### src/hw/rtl/fcss_pkg.sv
// FAT12 chain sector sequencer: shared types, mode codes and constants.
// No dependencies; imported by fcss_in_buf, fcss_walker, the top level and the testbench.
`default_nettype none

package fcss_pkg;

    typedef enum logic [1:0] {
        MODE_WRITE_FAT = 2'd0,
        MODE_OPEN      = 2'd1,
        MODE_CONSUME   = 2'd2,
        MODE_UNUSED    = 2'd3
    } mode_t;

    localparam logic CFG_DATA_START = 1'b0;
    localparam logic CFG_SPC        = 1'b1;

    // bytes in one sector buffer; the grant and offset fields are sized for it
    localparam int SECTOR_SIZE = 512;

    // cluster numbers at or above this end the chain
    localparam logic [11:0] CHAIN_END = 12'hFF8;

    typedef struct packed {
        logic [1:0]  mode;
        logic [12:0] fat_address;
        logic [7:0]  fat_byte;
        logic [11:0] start_cluster;
        logic [31:0] file_length;
        logic        is_directory;
        logic [9:0]  byte_count;
    } item_t;

    typedef struct packed {
        logic [9:0]  granted_bytes;
        logic [8:0]  buffer_offset;
        logic        fetch_valid;
        logic [31:0] fetch_lba;
        logic        end_of_file;
    } result_t;

    typedef enum logic [2:0] {
        ST_IDLE,
        ST_RD_LO,
        ST_RD_HI,
        ST_MUL,
        ST_ADD,
        ST_EMIT
    } walk_state_t;

endpackage

`default_nettype wire

### src/hw/rtl/fcss_walker.sv
// Chain walker: file state, grant arithmetic, FAT entry fetch over the
// single-port store, LBA multiply and add. Depends on fcss_pkg.
`default_nettype none

module fcss_walker
    import fcss_pkg::*;
#(
    parameter int FAT_BYTES    = 8192,
    parameter int AW           = 13
) (
    input  wire logic          aclk,
    input  wire logic          aresetn,
    input  wire item_t         item_i,
    input  wire logic          item_valid_i,
    output logic               item_take_o,
    output result_t            res_o,
    output logic               res_valid_o,
    input  wire logic          res_ready_i,
    input  wire logic [31:0]   data_start_lba,
    input  wire logic [7:0]    sectors_per_cluster,
    output logic               ram_we,
    output logic      [AW-1:0] ram_addr,
    output logic      [7:0]    ram_wdata,
    input  wire logic [7:0]    ram_rdata
);

    localparam int SBW = $clog2(SECTOR_SIZE);
    localparam int GW  = (SBW + 1 > 10) ? SBW + 1 : 10;

    walk_state_t state_reg, state_next;
    logic [31:0] position_reg, position_next;
    logic [31:0] limit_reg, limit_next;
    logic [11:0] cluster_reg, cluster_next;
    logic [6:0]  sic_reg, sic_next;
    logic        unclamped_reg, unclamped_next;
    logic        done_reg, done_next;
    logic [7:0]  lo_reg, lo_next;
    logic [31:0] prod_reg, prod_next;
    result_t     res_reg, res_next;

    // grant arithmetic on the held item
    logic [SBW-1:0] rel;
    logic [GW-1:0]  left, req, n, grant;
    logic [31:0]    rest, pos_after;
    logic           sector_end;
    logic [7:0]     sic_inc;
    logic           follow;
    logic           stay_at_end;
    logic [13:0]    at_lo, at_hi;
    logic [15:0]    fat_word;
    logic [11:0]    successor;
    logic           succ_end;
    logic [31:0]    cl_m2;

    assign rel       = position_reg[SBW-1:0];
    assign left      = GW'(SECTOR_SIZE) - GW'(rel);
    assign req       = GW'(item_i.byte_count);
    assign rest      = limit_reg - position_reg;
    assign n         = (!unclamped_reg && (rest < 32'(req))) ? GW'(rest) : req;
    assign grant     = (n < left) ? n : left;
    assign pos_after = position_reg + 32'(grant);
    assign sector_end = (grant != '0) && (grant == left);
    assign sic_inc   = {1'b0, sic_reg} + 8'd1;
    assign follow    = sic_inc >= sectors_per_cluster;
    // a sector step inside an already terminal cluster still ends the file
    assign stay_at_end = !follow && (cluster_reg >= CHAIN_END);

    // entry of cluster c sits at byte c*3/2
    assign at_lo     = {2'b00, cluster_reg} + {3'b000, cluster_reg[11:1]};
    assign at_hi     = at_lo + 14'd1;
    assign fat_word  = {ram_rdata, lo_reg};
    assign successor = cluster_reg[0] ? fat_word[15:4] : fat_word[11:0];
    assign succ_end  = successor >= CHAIN_END;
    assign cl_m2     = {20'd0, cluster_reg} - 32'd2;

    assign item_take_o = (state_reg == ST_IDLE) && item_valid_i;

    // next state
    always_comb begin
        state_next = state_reg;
        case (state_reg)
            ST_IDLE: begin
                if (item_valid_i) begin
                    case (item_i.mode)
                        MODE_OPEN: state_next = ST_MUL;
                        MODE_CONSUME: begin
                            if (done_reg || !sector_end || stay_at_end) begin
                                state_next = ST_EMIT;
                            end else if (follow) begin
                                state_next = ST_RD_LO;
                            end else begin
                                state_next = ST_MUL;
                            end
                        end
                        default: state_next = ST_EMIT;
                    endcase
                end
            end
            ST_RD_LO: state_next = ST_RD_HI;
            ST_RD_HI: state_next = succ_end ? ST_EMIT : ST_MUL;
            ST_MUL:   state_next = ST_ADD;
            ST_ADD:   state_next = ST_EMIT;
            ST_EMIT: begin
                if (res_ready_i) begin
                    state_next = ST_IDLE;
                end
            end
            default:  state_next = ST_IDLE;
        endcase
    end

    // datapath and memory port
    always_comb begin
        position_next  = position_reg;
        limit_next     = limit_reg;
        cluster_next   = cluster_reg;
        sic_next       = sic_reg;
        unclamped_next = unclamped_reg;
        done_next      = done_reg;
        lo_next        = lo_reg;
        prod_next      = prod_reg;
        res_next       = res_reg;
        ram_we         = 1'b0;
        ram_addr       = AW'(at_lo);
        ram_wdata      = item_i.fat_byte;
        case (state_reg)
            ST_IDLE: begin
                if (item_valid_i) begin
                    res_next = '0;
                    case (item_i.mode)
                        MODE_WRITE_FAT: begin
                            ram_addr = AW'(item_i.fat_address);
                            ram_we   = 32'(item_i.fat_address) < 32'(FAT_BYTES);
                        end
                        MODE_OPEN: begin
                            cluster_next         = item_i.start_cluster;
                            position_next        = '0;
                            limit_next           = item_i.file_length;
                            sic_next             = '0;
                            unclamped_next       = item_i.is_directory &&
                                                   (item_i.file_length == '0);
                            done_next            = 1'b0;
                            res_next.fetch_valid = 1'b1;
                        end
                        MODE_CONSUME: begin
                            if (done_reg) begin
                                res_next.end_of_file = 1'b1;
                            end else begin
                                res_next.granted_bytes = grant[9:0];
                                res_next.buffer_offset = 9'(rel);
                                position_next          = pos_after;
                                if (sector_end) begin
                                    if (follow) begin
                                        sic_next = '0;
                                    end else begin
                                        sic_next = sic_inc[6:0];
                                    end
                                    if (stay_at_end) begin
                                        limit_next     = pos_after;
                                        unclamped_next = unclamped_reg &&
                                                         (pos_after == '0);
                                        done_next      = 1'b1;
                                        res_next.end_of_file = 1'b1;
                                    end else if (!follow) begin
                                        res_next.fetch_valid = 1'b1;
                                    end
                                end
                            end
                        end
                        default: ;
                    endcase
                end
            end
            ST_RD_LO: begin
                lo_next  = ram_rdata;
                ram_addr = AW'(at_hi);
            end
            ST_RD_HI: begin
                cluster_next = successor;
                if (succ_end) begin
                    limit_next     = position_reg;
                    unclamped_next = unclamped_reg && (position_reg == '0);
                    done_next      = 1'b1;
                    res_next.end_of_file = 1'b1;
                end else begin
                    res_next.fetch_valid = 1'b1;
                end
            end
            ST_MUL: begin
                prod_next = 32'(cl_m2 * {24'd0, sectors_per_cluster});
            end
            ST_ADD: begin
                res_next.fetch_lba = data_start_lba + prod_reg + {25'd0, sic_reg};
            end
            default: ;
        endcase
    end

    always_ff @(posedge aclk) begin
        if (!aresetn) begin
            state_reg     <= ST_IDLE;
            position_reg  <= '0;
            limit_reg     <= '0;
            cluster_reg   <= '0;
            sic_reg       <= '0;
            unclamped_reg <= 1'b0;
            done_reg      <= 1'b0;
        end else begin
            state_reg     <= state_next;
            position_reg  <= position_next;
            limit_reg     <= limit_next;
            cluster_reg   <= cluster_next;
            sic_reg       <= sic_next;
            unclamped_reg <= unclamped_next;
            done_reg      <= done_next;
        end
        lo_reg   <= lo_next;
        prod_reg <= prod_next;
        res_reg  <= res_next;
    end

    assign res_o       = res_reg;
    assign res_valid_o = (state_reg == ST_EMIT);

endmodule

`default_nettype wire

### config.mk
export PLATFORM = sky130hd
export DESIGN_NAME = fcss_walker
export DESIGN_NICKNAME = d
export VERILOG_FILES = /design/src/hw/rtl/fcss_pkg.sv /design/src/hw/rtl/fcss_walker.sv
export SDC_FILE = /design/constraint.sdc
export NUM_CORES = 1
export LEC_CHECK = 0
export ABC_AREA = 1
export BUFFER_PORTS_ARGS = -buffer_cell sky130_fd_sc_hd__buf_4
export CORE_UTILIZATION = 30
export CTS_CLUSTER_SIZE = 10
export DETAILED_ROUTE_END_ITERATION = 6
export PLACE_DENSITY = 0.45
export SLEW_MARGIN = 20
export SYNTH_ARGS = -nofsm -noshare
export SYNTH_HDL_FRONTEND = slang
export SYNTH_SLANG_ARGS = --single-unit
### constraint.sdc
create_clock -name aclk -period 9.4 [get_ports aclk]
set_input_delay 1.41 -clock aclk [delete_from_list [all_inputs] [get_ports aclk]]
set_output_delay 1.41 -clock aclk [all_outputs]
set_load 0.03 [all_outputs]
==> summary.txt <==
Logic synthesis
  • Most numerous cell in the Yosys netlist: nand2_1
  • Synthesized area: 0.0188 sq mm
  • FFs w/ async S/R, synth: 0%
  • Synth area leader: edfxtp_1
  • Synth area leaders: edfxtp_1 (13%), ha_1 (13%), nand2_1 (12%)
  • Synth Area per Inst: 6.99 sq um
  • Ys Warns: 0
  • Post-synth cell types: 56
  • Post-Syn Nets: 3118
  • Post-synth EDFFs: 83
  • Synth top area share: 13.2%
  • Synth Register Bits: 171
  • Post-synthesis sequential area ratio: 22.6%
  • Synth top cells by count: nand2_1 (601), inv_1 (485), nor2_1 (296)
  • Dominant synthesized flop cell: dfxtp_1
  • Cell count after synthesis: between 2000 and 3000

Detailed routing
  • Met3 WL: about 2.7 mm
  • Per-cell routed wire length: about 17 um
  • Met1 WL: 30.0 mm
  • Post-detailed-route count of antenna-violating nets: 0
  • WL met2: 28.0 mm
  • Top Metal Used: met4
  • DRT iter0 DRCs: 1091
  • DRC errors left: 0
  • Via count: roughly 18000
  • Total Wirelength: 61.4 mm
  • Drt first pass iters: 5
  • Via density: 4.74

Clock network
  • Skew-Pair Late Insertion Delay: 0.49 ns
  • CTS Hold Bufs: 0
  • CTS tree: done
  • Deepest level of the CTS H-tree: 4
  • Deepest clock path buffer count: 2
  • TritonCTS Sinks: between 150 and 200
  • Worst-path clk slew: 0.07 ns
  • # Post-CTS Setup Buffers: 0
  • CTS root buffer: clkbuf_16
  • Cts bufs inserted: 17

STA
  • Clock skew: ~0.015 ns
  • Final period util: a little over 90%
  • Fin. max-slew vios: 0
  • Relative slew slack: 33.1%
  • Min Tclk post-route: 8.54 ns
  • Final hold violations: 0
  • Tightest Pin Transition: 1.00 ns
  • Hold slack: 0.524 ns
  • Setup TNS: 0 ns
  • RSZ-0062 raised after global routing: false
  • Setup Viol. Count Final: 0
  • Maximum clock frequency: 117 MHz

Setup path
  • Crit-path leading delay family: simple AND/OR/NAND/NOR gates
  • Crit path DAT: 8.97 ns
  • CP Capture Type: flop
  • Crit Path Class: reg2reg
  • Worst path most repeated cell: nand2_1
  • Buf/Inv on CP: 6
  • Worst-path maximum fanout: 11
  • Slowest CP cell: dfxtp_1
  • Required time worst endpoint: 9.83 ns
  • Slowest stage delay, CP: about 0.42 ns
  • Startpoint Class: flop

Floorplanning
  • Die X: 253 um
  • Core area: 0.0618 sq mm
  • Ports: approximately 210
  • Initial core utilization: 30.5%
  • Chip height: 253 um
  • Row count: 91
  • Die area: 0.0638 sq mm

Final layout
  • Max FFs per register: 53
  • Syn-to-layout area delta: 15.4%
  • Final net count: 3271
  • Finished Cell Area: 0.0217 sq mm
  • Ant. Diodes: 0
  • Layout cell share with drive strength beyond 1: 10.3%
  • Non-Filler Instances: 3697

Run
  • Max Cap Viol: 0

Global routing
  • GRT Total Usage: roughly a fifth
  • First-pass GRT wire length: ~96 mm
  • Vias in the first global route: 16800
  • Grt ovf: 0
  • Initial antenna violation count: 0
  • Largest net degree at the start of global routing: 63

Place
  • Dpl cell area: roughly 0.021 sq mm
  • Dpl hpwl: 50.6 mm
  • Number of port buffers: 190
  • Placed cells: 3664
  • Placer Congestion: 0.896

Min path
  • HP Class: reg2reg

Status
  • Status: completed
per-layer routing:
layer | vias to the layer above | global-route usage (%)
met5 | - | 0
met1 | 8201 | 27.5
li1 | 8921 | -
met3 | 36 | 2.75
met2 | 381 | 30.9
met4 | 0 | 4.47
path summary, 6_finish.rpt:
check	slack, ns	cells after the start	startpoint	to
min	0.52	4	limit_reg[29]$_SDFFE_PN0P_	limit_reg[29]$_SDFFE_PN0P_
max reg2reg	0.86	53	position_reg[3]$_SDFFE_PN0P_	unclamped_reg$_SDFFE_PN0P_
min reg2reg	0.52	4	limit_reg[29]$_SDFFE_PN0P_	limit_reg[29]$_SDFFE_PN0P_
max	0.86	53	position_reg[3]$_SDFFE_PN0P_	unclamped_reg$_SDFFE_PN0P_
stage by stage:
step / util, % / worst slack, ns
global placement: 34.1 / 0.711
detailed placement: 34.1 / 0.542
CTS: 35.1 / 0.485
global route: 35.1 / 0.0188
floorplan: - / 2.25
finish: 35.1 / 0.856
logic make-up after synthesis:
| kind of cell | share of synthesized area, % |
|---|---|
| AND/OR/NAND/NOR | 25.3 |
| buffers and inverters | 11.9 |
| AO/OA/AOI/OAI | 12.7 |
| adder cells (fa/ha/maj) | 23.3 |
| flip-flops | 22.6 |
| XOR/XNOR | 3.91 |
| multiplexers | 0.160 |
cell type report:
cell class	instances	area (sq um)
Multi-Input combinational cell	1947	12400
Clock buffer	20	489
Timing Repair Buffer	205	1540
Tap cell	837	1050
Inverter	505	1900
Fill cell	6690	40100
Sequential cell	171	4250
Clock inverter	12	104
placed cells by master (no fill, tap or decap), drive strengths merged, types with 9 or more instances in the layout:
cell type,Yosys,routed
fa,95,95
o21bai,9,9
nand3,110,110
a31oi,9,9
o21a,16,16
nor2,303,303
dfxtp,88,88
nor4,17,17
edfxtp,83,83
nand2,613,613
o21ai,106,106
clkbuf,50,20
o211ai,13,13
nor3,37,37
a21oi,219,219
buf,22,205
a22oi,22,22
xnor2,14,14
xor2,70,70
clkinv,9,11
ha,199,199
inv,496,504
nand4,33,33
repair_timing:
item                                    CTS  global route
endpoints found under the setup margin    0             8
resized for setup                         0             6
hold endpoints to repair                  0             0
worst reg2reg max path, delay by kind of cell, from the launching register on:
kind	cells	cell delay, ns
simple gates	30	3.66
fa+ha+maj	5	1.61
buf+inv	6	0.47
compound gates	10	2.02
flops	1	0.42
xor+xnor	2	0.35
Power is not shown: default switching activity piles up to over one toggle a cycle in this logic, so the estimate is an artifact.
