`src/hw/rtl/fcss_pkg.sv`:
```
// FAT12 chain sector sequencer: shared types, mode codes and constants.
// No dependencies; imported by fcss_in_buf, fcss_walker, the top level and the testbench.
`default_nettype none

package fcss_pkg;

    typedef enum logic [1:0] {
        MODE_WRITE_FAT = 2'd0,
        MODE_OPEN      = 2'd1,
        MODE_CONSUME   = 2'd2,
        MODE_UNUSED    = 2'd3
    } mode_t;

    localparam logic CFG_DATA_START = 1'b0;
    localparam logic CFG_SPC        = 1'b1;

    // bytes in one sector buffer; the grant and offset fields are sized for it
    localparam int SECTOR_SIZE = 512;

    // cluster numbers at or above this end the chain
    localparam logic [11:0] CHAIN_END = 12'hFF8;

    typedef struct packed {
        logic [1:0]  mode;
        logic [12:0] fat_address;
        logic [7:0]  fat_byte;
        logic [11:0] start_cluster;
        logic [31:0] file_length;
        logic        is_directory;
        logic [9:0]  byte_count;
    } item_t;

    typedef struct packed {
        logic [9:0]  granted_bytes;
        logic [8:0]  buffer_offset;
        logic        fetch_valid;
        logic [31:0] fetch_lba;
        logic        end_of_file;
    } result_t;

    typedef enum logic [2:0] {
        ST_IDLE,
        ST_RD_LO,
        ST_RD_HI,
        ST_MUL,
        ST_ADD,
        ST_EMIT
    } walk_state_t;

endpackage

`default_nettype wire

```
`src/hw/rtl/fcss_in_buf.sv`:
```
// Input word register: unpacks the slave stream into an item and holds it
// until the walker takes it. Depends on fcss_pkg.
`default_nettype none

module fcss_in_buf
    import fcss_pkg::*;
(
    input  wire logic        aclk,
    input  wire logic        aresetn,
    input  wire logic        s_axis_tvalid,
    output logic             s_axis_tready,
    input  wire logic [79:0] s_axis_tdata,
    input  wire logic [2:0]  s_axis_tuser,
    output item_t            item_o,
    output logic             item_valid_o,
    input  wire logic        item_take_i
);

    logic  valid_reg, valid_next;
    item_t item_reg, item_next;
    logic  accept;

    assign s_axis_tready = !valid_reg;
    assign accept        = s_axis_tvalid && s_axis_tready;

    always_comb begin
        item_next  = item_reg;
        valid_next = valid_reg;
        if (item_take_i) begin
            valid_next = 1'b0;
        end
        if (accept) begin
            valid_next              = 1'b1;
            item_next.mode          = s_axis_tuser[1:0];
            item_next.is_directory  = s_axis_tuser[2];
            item_next.fat_address   = s_axis_tdata[12:0];
            item_next.fat_byte      = s_axis_tdata[20:13];
            item_next.start_cluster = s_axis_tdata[32:21];
            item_next.file_length   = s_axis_tdata[64:33];
            item_next.byte_count    = s_axis_tdata[74:65];
        end
    end

    always_ff @(posedge aclk) begin
        if (!aresetn) begin
            valid_reg <= 1'b0;
        end else begin
            valid_reg <= valid_next;
        end
        item_reg <= item_next;
    end

    assign item_o       = item_reg;
    assign item_valid_o = valid_reg;

endmodule

`default_nettype wire

```
`config.mk`:
```
export PLATFORM = sky130hd
export DESIGN_NAME = fcss_in_buf
export DESIGN_NICKNAME = d
export VERILOG_FILES = /design/src/hw/rtl/fcss_pkg.sv /design/src/hw/rtl/fcss_in_buf.sv
export SDC_FILE = /design/constraint.sdc
export NUM_CORES = 1
export LEC_CHECK = 0
export BUFFER_PORTS_ARGS = -buffer_cell sky130_fd_sc_hd__buf_2
export CAP_MARGIN = 20
export CORE_UTILIZATION = 40
export DETAILED_ROUTE_END_ITERATION = 10
export PLACE_DENSITY = 0.78
export SETUP_SLACK_MARGIN = 0.2
export SKIP_CTS_REPAIR_TIMING = 1
export SLEW_MARGIN = 10
export SYNTH_ARGS = -nofsm -noshare
export SYNTH_HDL_FRONTEND = slang
export SYNTH_SLANG_ARGS = --single-unit
```
`constraint.sdc`:
```
create_clock -name aclk -period 5.8 [get_ports aclk]
set_clock_uncertainty 0.1 [all_clocks]
set_input_delay 0.29 -clock aclk [delete_from_list [all_inputs] [get_ports aclk]]
set_output_delay 0.29 -clock aclk [all_outputs]
set_load 0.01 [all_outputs]
```
==> results by group, run 1 <==
Detailed routing
  • WL/cell: 15.1 um
  • Vias per cell: 4.40
  • Final wirelength: 5040 um
  • DR vias: 1,464
  • Drc violations: 0
  • Drt first-iter violations: 76
  • Remaining antenna violation count after routing: 0
  • Drt first pass iters: 5

Worst hold path
  • HP Class: in2reg
  • Hold depth: 1

Clock tree
  • Root buffer cell: clkbuf_8
  • Clk sinks: 79
  • Max Buffers Root-to-Sink: 2
  • Clk_lat worst skew: 0.33 ns
  • Clk slew on worst S/H paths: 0.08 ns
  • CTS tree: yes
  • TritonCTS Buffers: 9
  • Number of H-tree levels: 3

Timing
  • Final hold vios: 0
  • Fmax: 0.447 GHz
  • Slew headroom: 32.6%
  • Final setup margin: 3.56 ns
  • Final min period: 2.24 ns
  • Final period utilization: 38.6%
  • Hold Worst Slack: 0.0196 ns
  • Fin Setup TNS: 0 ns
  • Final setup violation count: 0
  • Unrepaired setup endpoints after global routing: false
  • Max Transition Viols Final: 0
  • Slew @ Worst Pin: 1.01 ns

Worst setup path
  • Critical path's slowest cell: nor2b_4
  • Setup CP Type: reg2reg
  • Worst r2r src: item_valid_o$_SDFFE_PN0P_
  • Worst Reg2Reg Path Length in Cells: 2
  • Critical path's largest stage delay: 0.81 ns
  • CP cell instances: nor2b_4 > buf_4
  • Worst Setup Start Kind: flop
  • Worst setup startpoint: item_valid_o$_SDFFE_PN0P_
  • CP required: 5.68 ns
  • R2r setup slk: 3.56 ns
  • Setup crit end: item_o[64]$_DFFE_PP_
  • R2r endpoint: item_o[64]$_DFFE_PP_
  • Max FO, Critical Path: 40
  • Crit path DAT: 2.11 ns
  • Crit. End Element: flop

Die
  • Die H: 79.2 um
  • Core footprint: 5640 um^2
  • Die area: 6280 um^2
  • Initial core utilization: 42.3%
  • # rows: 27
  • Die width: 79.2 um
  • IO Count: 167

Cells and area
  • Layout area overhead: 46.4%
  • Fillers: 416
  • Layout cell share with drive strength beyond 1: 68.2%
  • Register area: 2360 um^2
  • Post-layout util: 61.9%
  • Post-route cell area: 3490 um^2
  • # nets final: 343
  • Non-Filler Instances: 333
  • Antenna Cells: 0
  • Multi-input gate area: 27.5 um^2

Yosys
  • Yosys reg bits: 79
  • Synth Cell Area: 2390 um^2
  • YS warnings: 0
  • Area leader, netlist: edfxtp_1
  • Post-Syn Instances: 83
  • Post-synthesis sequential area ratio: 99.0%
  • Synth top area share: 98.2%
  • Syn_nets: 170
  • Area contributors post-synth: edfxtp_1, dfxtp_1, o211a_1
  • Distinct cells, synth: 6
  • Avg Inst Size Synth: 28.7 um^2

GRT
  • Total track usage: 16.7%
  • Vias in the first global route: 1,566
  • Largest net degree at the start of global routing: 41
  • First-pass GRT wire length: 7310 um
  • Initial antenna violation count: 0
  • Grt ovf: 0

Power and ir drop
  • Total power: 1.16 mW
  • Leak: 1.50 nW
  • Power Dens Cells: 333 nW/um^2
  • VDD IR max: 215 uV

Place
  • Dpl cells: 317
  • Port Buf Inserts: 161
  • Routability cong.: 0.741
  • Placed cell areas: 3300 um^2
  • Dpl ws: 3.49 ns

Status
  • Status: finished, final reports clean

Flow run
  • Max Cap Viol: 0
## registers in the layout, summed over array words and instances (netlist names)
| name | count |
|---|---|
| item_o | 78 |
| item_valid_o | 1 |
## placed cells by master, fill, tap and decap left out, drive strengths merged
master / instances
clkinv: 1
buf: 162
clkinvlp: 4
nand2: 1
clkbuf: 9
o211a: 1
inv: 2
dfxtp: 1
bufinv: 1
edfxtp: 78
nor2b: 1
## worst min-delay path by stage
stage / startpoint / end / slack (ns)
floorplan: s_axis_tdata[65] / item_o[0]$_DFFE_PP_ / 0.29
global route: s_axis_tdata[3] / item_o[66]$_DFFE_PP_ / 0.0002
CTS: s_axis_tdata[67] / item_o[2]$_DFFE_PP_ / 0.005
global placement: s_axis_tdata[10] / item_o[73]$_DFFE_PP_ / 0.37
detailed placement: s_axis_tdata[67] / item_o[2]$_DFFE_PP_ / 0.37
finish: s_axis_tdata[30] / item_o[52]$_DFFE_PP_ / 0.02
## Yosys cell counts (all sizes together)
master and number:
nand2 1, nor2b 1, edfxtp 78, inv 1, dfxtp 1, o211a 1
## worst max-delay path, delay by kind of cell (launching register included)
kind / cells / cell delay (ns)
and+or+nand+nor: 1 / 0.81
buffers and inverters: 1 / 0.58
DFF: 1 / 0.37
## cell families after synthesis
kind of cell | after synthesis | synth area share [%]
compound gates | 1 | 0.420
flops | 79 | 99.0
buf+inv | 1 | 0.157
simple gates | 2 | 0.420
## where the power goes
| part | internal (mW) | switching [mW] |
|---|---|---|
| Sequential | 0.669 | 0.00830 |
| Clock | 0.198 | 0.194 |
| Combinational | 0.0416 | 0.0515 |
## final cells by class
type / count / area share, %
multi-input cells: 3 / 0.788
flip-flops and latches: 79 / 67.6
repair buffers: 162 / 23.3
clock inverters: 7 / 2.08
clock buffers: 9 / 3.55
inverters: 1 / 0.107
well taps: 72 / 2.58
## metal layers
layer	track usage, %	wire length (um)	up-vias
met5	0	0	-
met2	29.0	2690	87
met4	7.09	57	0
li1	-	-	681
met1	16.2	1700	691
met3	9.43	595	5
Power figures use the tool's default switching activity.
==> run 2: changes to the inputs <==
==> constraint.sdc (replaced) <==
create_clock -name aclk -period 2.2 [get_ports aclk]
set_clock_uncertainty 0.1 [all_clocks]
set_input_delay 0.11 -clock aclk [delete_from_list [all_inputs] [get_ports aclk]]
set_output_delay 0.11 -clock aclk [all_outputs]
set_load 0.01 [all_outputs]
==> run 2 against run 1 <==
First-iteration DRC count shrank 1.3%. Via count grew 26%. Flip-flop and latch count is the same. Setup slack lost 2.7 ns. Sequential power grew to 2.6 times the previous value. Sequential share of layout area shrank 12 points. Register-to-register slack lost 2.7 ns. Global-route usage grew 0.14 points. Clock power grew 130%. Largest cell class unchanged. Largest power group unchanged.
==> results by group, run 2 (synthesis gave the netlist of run 1 again) <==
Power and ir drop
  • Power Dens Cells: 720 nW/um^2
  • Leak: 1.84 nW
  • VDD IR max: 471 uV

Timing
  • Final period utilization: 61.8%
  • Fin Setup TNS: 0 ns
  • Unrepaired setup endpoints after global routing: false
  • Final min period: 1.36 ns
  • Slew headroom: 78.1%
  • Fmax: 0.735 GHz
  • Hold Worst Slack: 0.294 ns
  • Final hold vios: 0
  • Slew @ Worst Pin: 0.328 ns
  • Final setup violation count: 0
  • Max Transition Viols Final: 0

Worst setup path
  • Worst r2r src: item_valid_o$_SDFFE_PN0P_
  • Crit path DAT: 1.48 ns
  • Critical path's slowest cell: dlygate4sd3_1
  • Worst setup startpoint: item_valid_o$_SDFFE_PN0P_
  • Worst Setup Start Kind: flop
  • CP required: 2.32 ns
  • CP cell instances: o211a_1 > dlygate4sd3_1
  • Critical path's largest stage delay: 0.55 ns
  • Max FO, Critical Path: 5
  • Crit. End Element: flop
  • Setup CP Type: reg2reg

Cells and area
  • Multi-input gate area: 27.5 um^2
  • Antenna Cells: 0
  • Layout area overhead: 79.2%
  • Most common cell after layout, fill and taps aside: buf_2
  • Layout cell share with drive strength beyond 1: 51.8%
  • # nets final: 424
  • Non-Filler Instances: 414
  • Register area: 2360 um^2
  • Max FFs per register: 78
  • Fillers: 336
  • Commonest non-fill, non-tap cells in the layout: buf_2, dlygate4sd3_1, edfxtp_1, clkbuf_8, clkbuf_1

Clock tree
  • Number of H-tree levels: 3
  • Clk_lat worst skew: 0.34 ns
  • CTS tree: yes
  • Root buffer cell: clkbuf_8
  • Max Buffers Root-to-Sink: 2
  • Clk slew on worst S/H paths: 0.08 ns
  • Clk sinks: 79
  • TritonCTS Buffers: 9

Flow run
  • Max Cap Viol: 0

GRT
  • Initial antenna violation count: 0
  • Largest net degree at the start of global routing: 63
  • Total track usage: 16.9%
  • Grt ovf: 0
  • Vias in the first global route: 1,526
  • First-pass GRT wire length: 7340 um

Place
  • Routability cong.: 0.703
  • Port Buf Inserts: 161
  • Post-DP HPWL: 3810 um
  • Dpl cells: 318

Die
  • Die H: 79.2 um
  • Initial core utilization: 42.3%
  • Core footprint: 5640 um^2
  • # rows: 27
  • Die width: 79.2 um
  • IO Count: 167
  • Die area: 6280 um^2

Detailed routing
  • Drc violations: 0
  • Drt first-iter violations: 75
  • WL/cell: 17.5 um
  • DR vias: 1,849
  • Drt first pass iters: 4
  • Vias per cell: 4.47
  • Final wirelength: 7230 um
  • Remaining antenna violation count after routing: 0

Worst hold path
  • HP Start: s_axis_tvalid
  • HP Class: in2reg

Status
  • Status: finished, final reports clean
==> run 2: cell count changes in the layout (fill, tap and decap cells not counted) <==
cell           before  now
dfxtp_2             0    1
bufinv_16           1    0
clkbuf_1            0    3
clkinv_4            0    1
clkinv_2            0    2
inv_6               1    0
dfxtp_1             1    0
clkinvlp_4          4    0
dlygate4sd3_1       0   80
buf_12              0    1
==> run 2: area by class of cell <==
cell class	instances	area share [%]
multi-input cells	3	0.644
flip-flops and latches	79	55.3
well taps	72	2.11
clock buffers	12	3.16
repair buffers	243	38.2
clock inverters	4	0.527
inverters	1	0.0878
==> run 2: report_power, final <==
group	internal [mW]	total [mW]	switching, mW	leakage [nW]
clock	0.406	0.908	0.501	0.0818
sequential	1.76	1.79	0.0279	0.755
combinational	0.209	0.381	0.172	1.00
total	2.38	3.08	0.701	1.84
==> run 2: per-layer routing <==
metal  share of wire, %  global-route usage [%]
met1                 36                    15.5
met3                 10                    10.2
met2                 52                    28.9
met4                1.5                    8.73
met5                  0                       0
==> run 2: through the flow <==
stage	utilization [%]	total power, mW	area, um^2	worst slack [ns]
after detailed placement	58.8	2.08	3320	0.951
after global placement	58.8	2.07	3320	0.980
after CTS	61.6	2.95	3480	0.939
after floorplan	-	1.91	2390	0.161
final	75.8	3.08	4280	0.840
after global routing	75.8	3.20	4280	0.812
==> run 2: final timing paths <==
check        cells past startpoint                   endpoint  slack [ns]
max reg2reg                      2  item_valid_o$_SDFFE_PN0P_        0.84
max                              2  item_valid_o$_SDFFE_PN0P_        0.84
min reg2reg                      2       item_o[39]$_DFFE_PP_        0.75
min                              3       item_o[39]$_DFFE_PP_        0.29
==> run 2: critical path, delay by kind of cell (launching register included) <==
family,cells,cell delay [ns]
flip-flops,1,0.36
buffers and inverters,1,0.55
AO/OA/AOI/OAI,1,0.23
==> run 3: changes to the inputs <==
--- a/config.mk
+++ b/config.mk
@@ -7,9 +7,9 @@
 export LEC_CHECK = 0
 export BUFFER_PORTS_ARGS = -buffer_cell sky130_fd_sc_hd__buf_2
 export CAP_MARGIN = 20
-export CORE_UTILIZATION = 40
+export CORE_UTILIZATION = 36
 export DETAILED_ROUTE_END_ITERATION = 10
-export PLACE_DENSITY = 0.78
+export PLACE_DENSITY = 0.74
 export SETUP_SLACK_MARGIN = 0.2
 export SKIP_CTS_REPAIR_TIMING = 1
 export SLEW_MARGIN = 10
==> constraint.sdc (replaced) <==
create_clock -name aclk -period 1.2 [get_ports aclk]
set_clock_uncertainty 0.1 [all_clocks]
set_input_delay 0.06 -clock aclk [delete_from_list [all_inputs] [get_ports aclk]]
set_output_delay 0.06 -clock aclk [all_outputs]
set_load 0.01 [all_outputs]
==> run 3 against run 2 <==
Highest routed layer unchanged. Cell area is 5.5% higher. Register-to-register slack worse by 0.82 ns. Combinational power is 110% higher. Via count is 1.1% higher.
==> results by group, run 3 (synthesis gave the netlist of run 1 again) <==
Detailed routing
  • Vias per cell: 4.36
  • DR vias: 1,869
  • DR WL met2: 3920 um
  • Max Used Layer: met4
  • Drt first-iter violations: 41
  • Drt first pass iters: 4
  • Routed length on met3: 777 um
  • Drc violations: 0
  • Final wirelength: 7540 um
  • WL/cell: 17.6 um
  • Met1 wire length: 2740 um
  • Remaining antenna violation count after routing: 0

Cells and area
  • Layout cell share with drive strength beyond 1: 54.0%
  • Multi-input gate area: 27.5 um^2
  • Register area: 2360 um^2
  • # nets final: 434
  • Post-route cell area: 4510 um^2
  • Layout area overhead: 89.1%
  • Antenna Cells: 0
  • Non-Filler Instances: 429
  • Most common cell after layout, fill and taps aside: buf_2
  • Max FFs per register: 78
  • Post-layout util: 70.7%
  • Fillers: 432
  • Commonest non-fill, non-tap cells in the layout: buf_2, dlygate4sd3_1, edfxtp_1, clkbuf_8, buf_6

Clock tree
  • Clk sinks: 79
  • Number of H-tree levels: 3
  • CTS tree: yes
  • Clk_lat worst skew: 0.34 ns
  • TritonCTS Buffers: 9
  • Max Buffers Root-to-Sink: 2
  • Clk slew on worst S/H paths: 0.09 ns
  • Root buffer cell: clkbuf_8

Worst setup path
  • Worst setup startpoint: item_valid_o$_SDFFE_PN0P_
  • Crit. End Element: flop
  • Most frequent CP cell: buf_6
  • CP cell instances: nor2b_4 > buf_6 > buf_6
  • Crit path DAT: 1.15 ns
  • Delay-heaviest family, CP: flip-flops
  • CP required: 1.17 ns
  • Max FO, Critical Path: 9
  • Worst Setup Start Kind: flop
  • Critical path's largest stage delay: 0.34 ns
  • Critical path's slowest cell: dfxtp_2
  • Buf/Inv on CP: 2
  • Setup CP Type: reg2reg
  • Worst r2r src: item_valid_o$_SDFFE_PN0P_

Timing
  • Unrepaired setup endpoints after global routing: true
  • Fin Setup TNS: 0 ns
  • Final setup margin: 0.0196 ns
  • Slew headroom: 91.9%
  • Slew @ Worst Pin: 0.121 ns
  • Final min period: 1.18 ns
  • Final hold vios: 0
  • Fmax: 0.847 GHz
  • Final setup violation count: 0
  • Final period utilization: 98.4%
  • Max Transition Viols Final: 0

Die
  • Initial core utilization: 37.4%
  • Die H: 83.4 um
  • Die width: 83.4 um
  • Core footprint: 6390 um^2
  • IO Count: 167
  • Die area: 6960 um^2
  • # rows: 29

GRT
  • Vias in the first global route: 1,607
  • Grt ovf: 0
  • Initial antenna violation count: 0
  • Total track usage: 15.3%
  • First-pass GRT wire length: 7730 um
  • Largest net degree at the start of global routing: 41

Power and ir drop
  • VDD IR max: 1020 uV
  • Power Dens Cells: 1340 nW/um^2
  • Leak: 1.94 nW

Place
  • Port Buf Inserts: 161
  • Dpl ws: 0.0315 ns
  • Dpl cells: 324
  • Placed cell areas: 3340 um^2
  • Routability cong.: 0.711

Status
  • Status: finished, final reports clean

Flow run
  • Max Cap Viol: 0

Worst hold path
  • HP Start: s_axis_tvalid
  • HP Class: in2reg
==> run 3: worst paths after layout <==
| check | cells after the start | to | slack (ns) |
|---|---|---|---|
| hold reg to reg | 3 | item_valid_o$_SDFFE_PN0P_ | 0.59 |
| setup reg to reg | 3 | item_o[57]$_DFFE_PP_ | 0.02 |
| hold / removal | 4 | item_o[41]$_DFFE_PP_ | 0.31 |
| setup / recovery | 3 | item_o[57]$_DFFE_PP_ | 0.02 |
==> run 3: worst min-delay path: stages <==
cell and delay (ns):
buf_2 0.12, nor2b_4 0.14, buf_6 0.13, buf_6 0.14
==> run 3: where the power goes <==
part           switching, mW  internal, mW
clock network           1.00         0.964
registers             0.0510          3.23
logic                  0.341         0.461
==> run 3: per-layer routing <==
metal / up-vias / track usage, %
met5: - / 0
met4: 0 / 7.86
met3: 12 / 7.95
met2: 110 / 27.5
met1: 886 / 13.9
li1: 861 / -
==> run 3: area by class of cell <==
cell class | instances | share of cell area (%)
sequential | 79 | 52.4
tap | 77 | 2.13
clock inverter | 7 | 1.61
timing repair buffer | 253 | 40.4
clock buffer | 9 | 2.74
multi-input combinational | 3 | 0.610
inverter | 1 | 0.139
==> run 3: stage by stage <==
step	power (mW)	hold WS, ns
2_1_floorplan	3.49	0.0589
5_1_grt	6.26	0.302
3_5_place_dp	3.82	0.138
3_3_place_gp	3.80	0.136
6_report	6.05	0.305
4_1_cts	5.73	-0.231
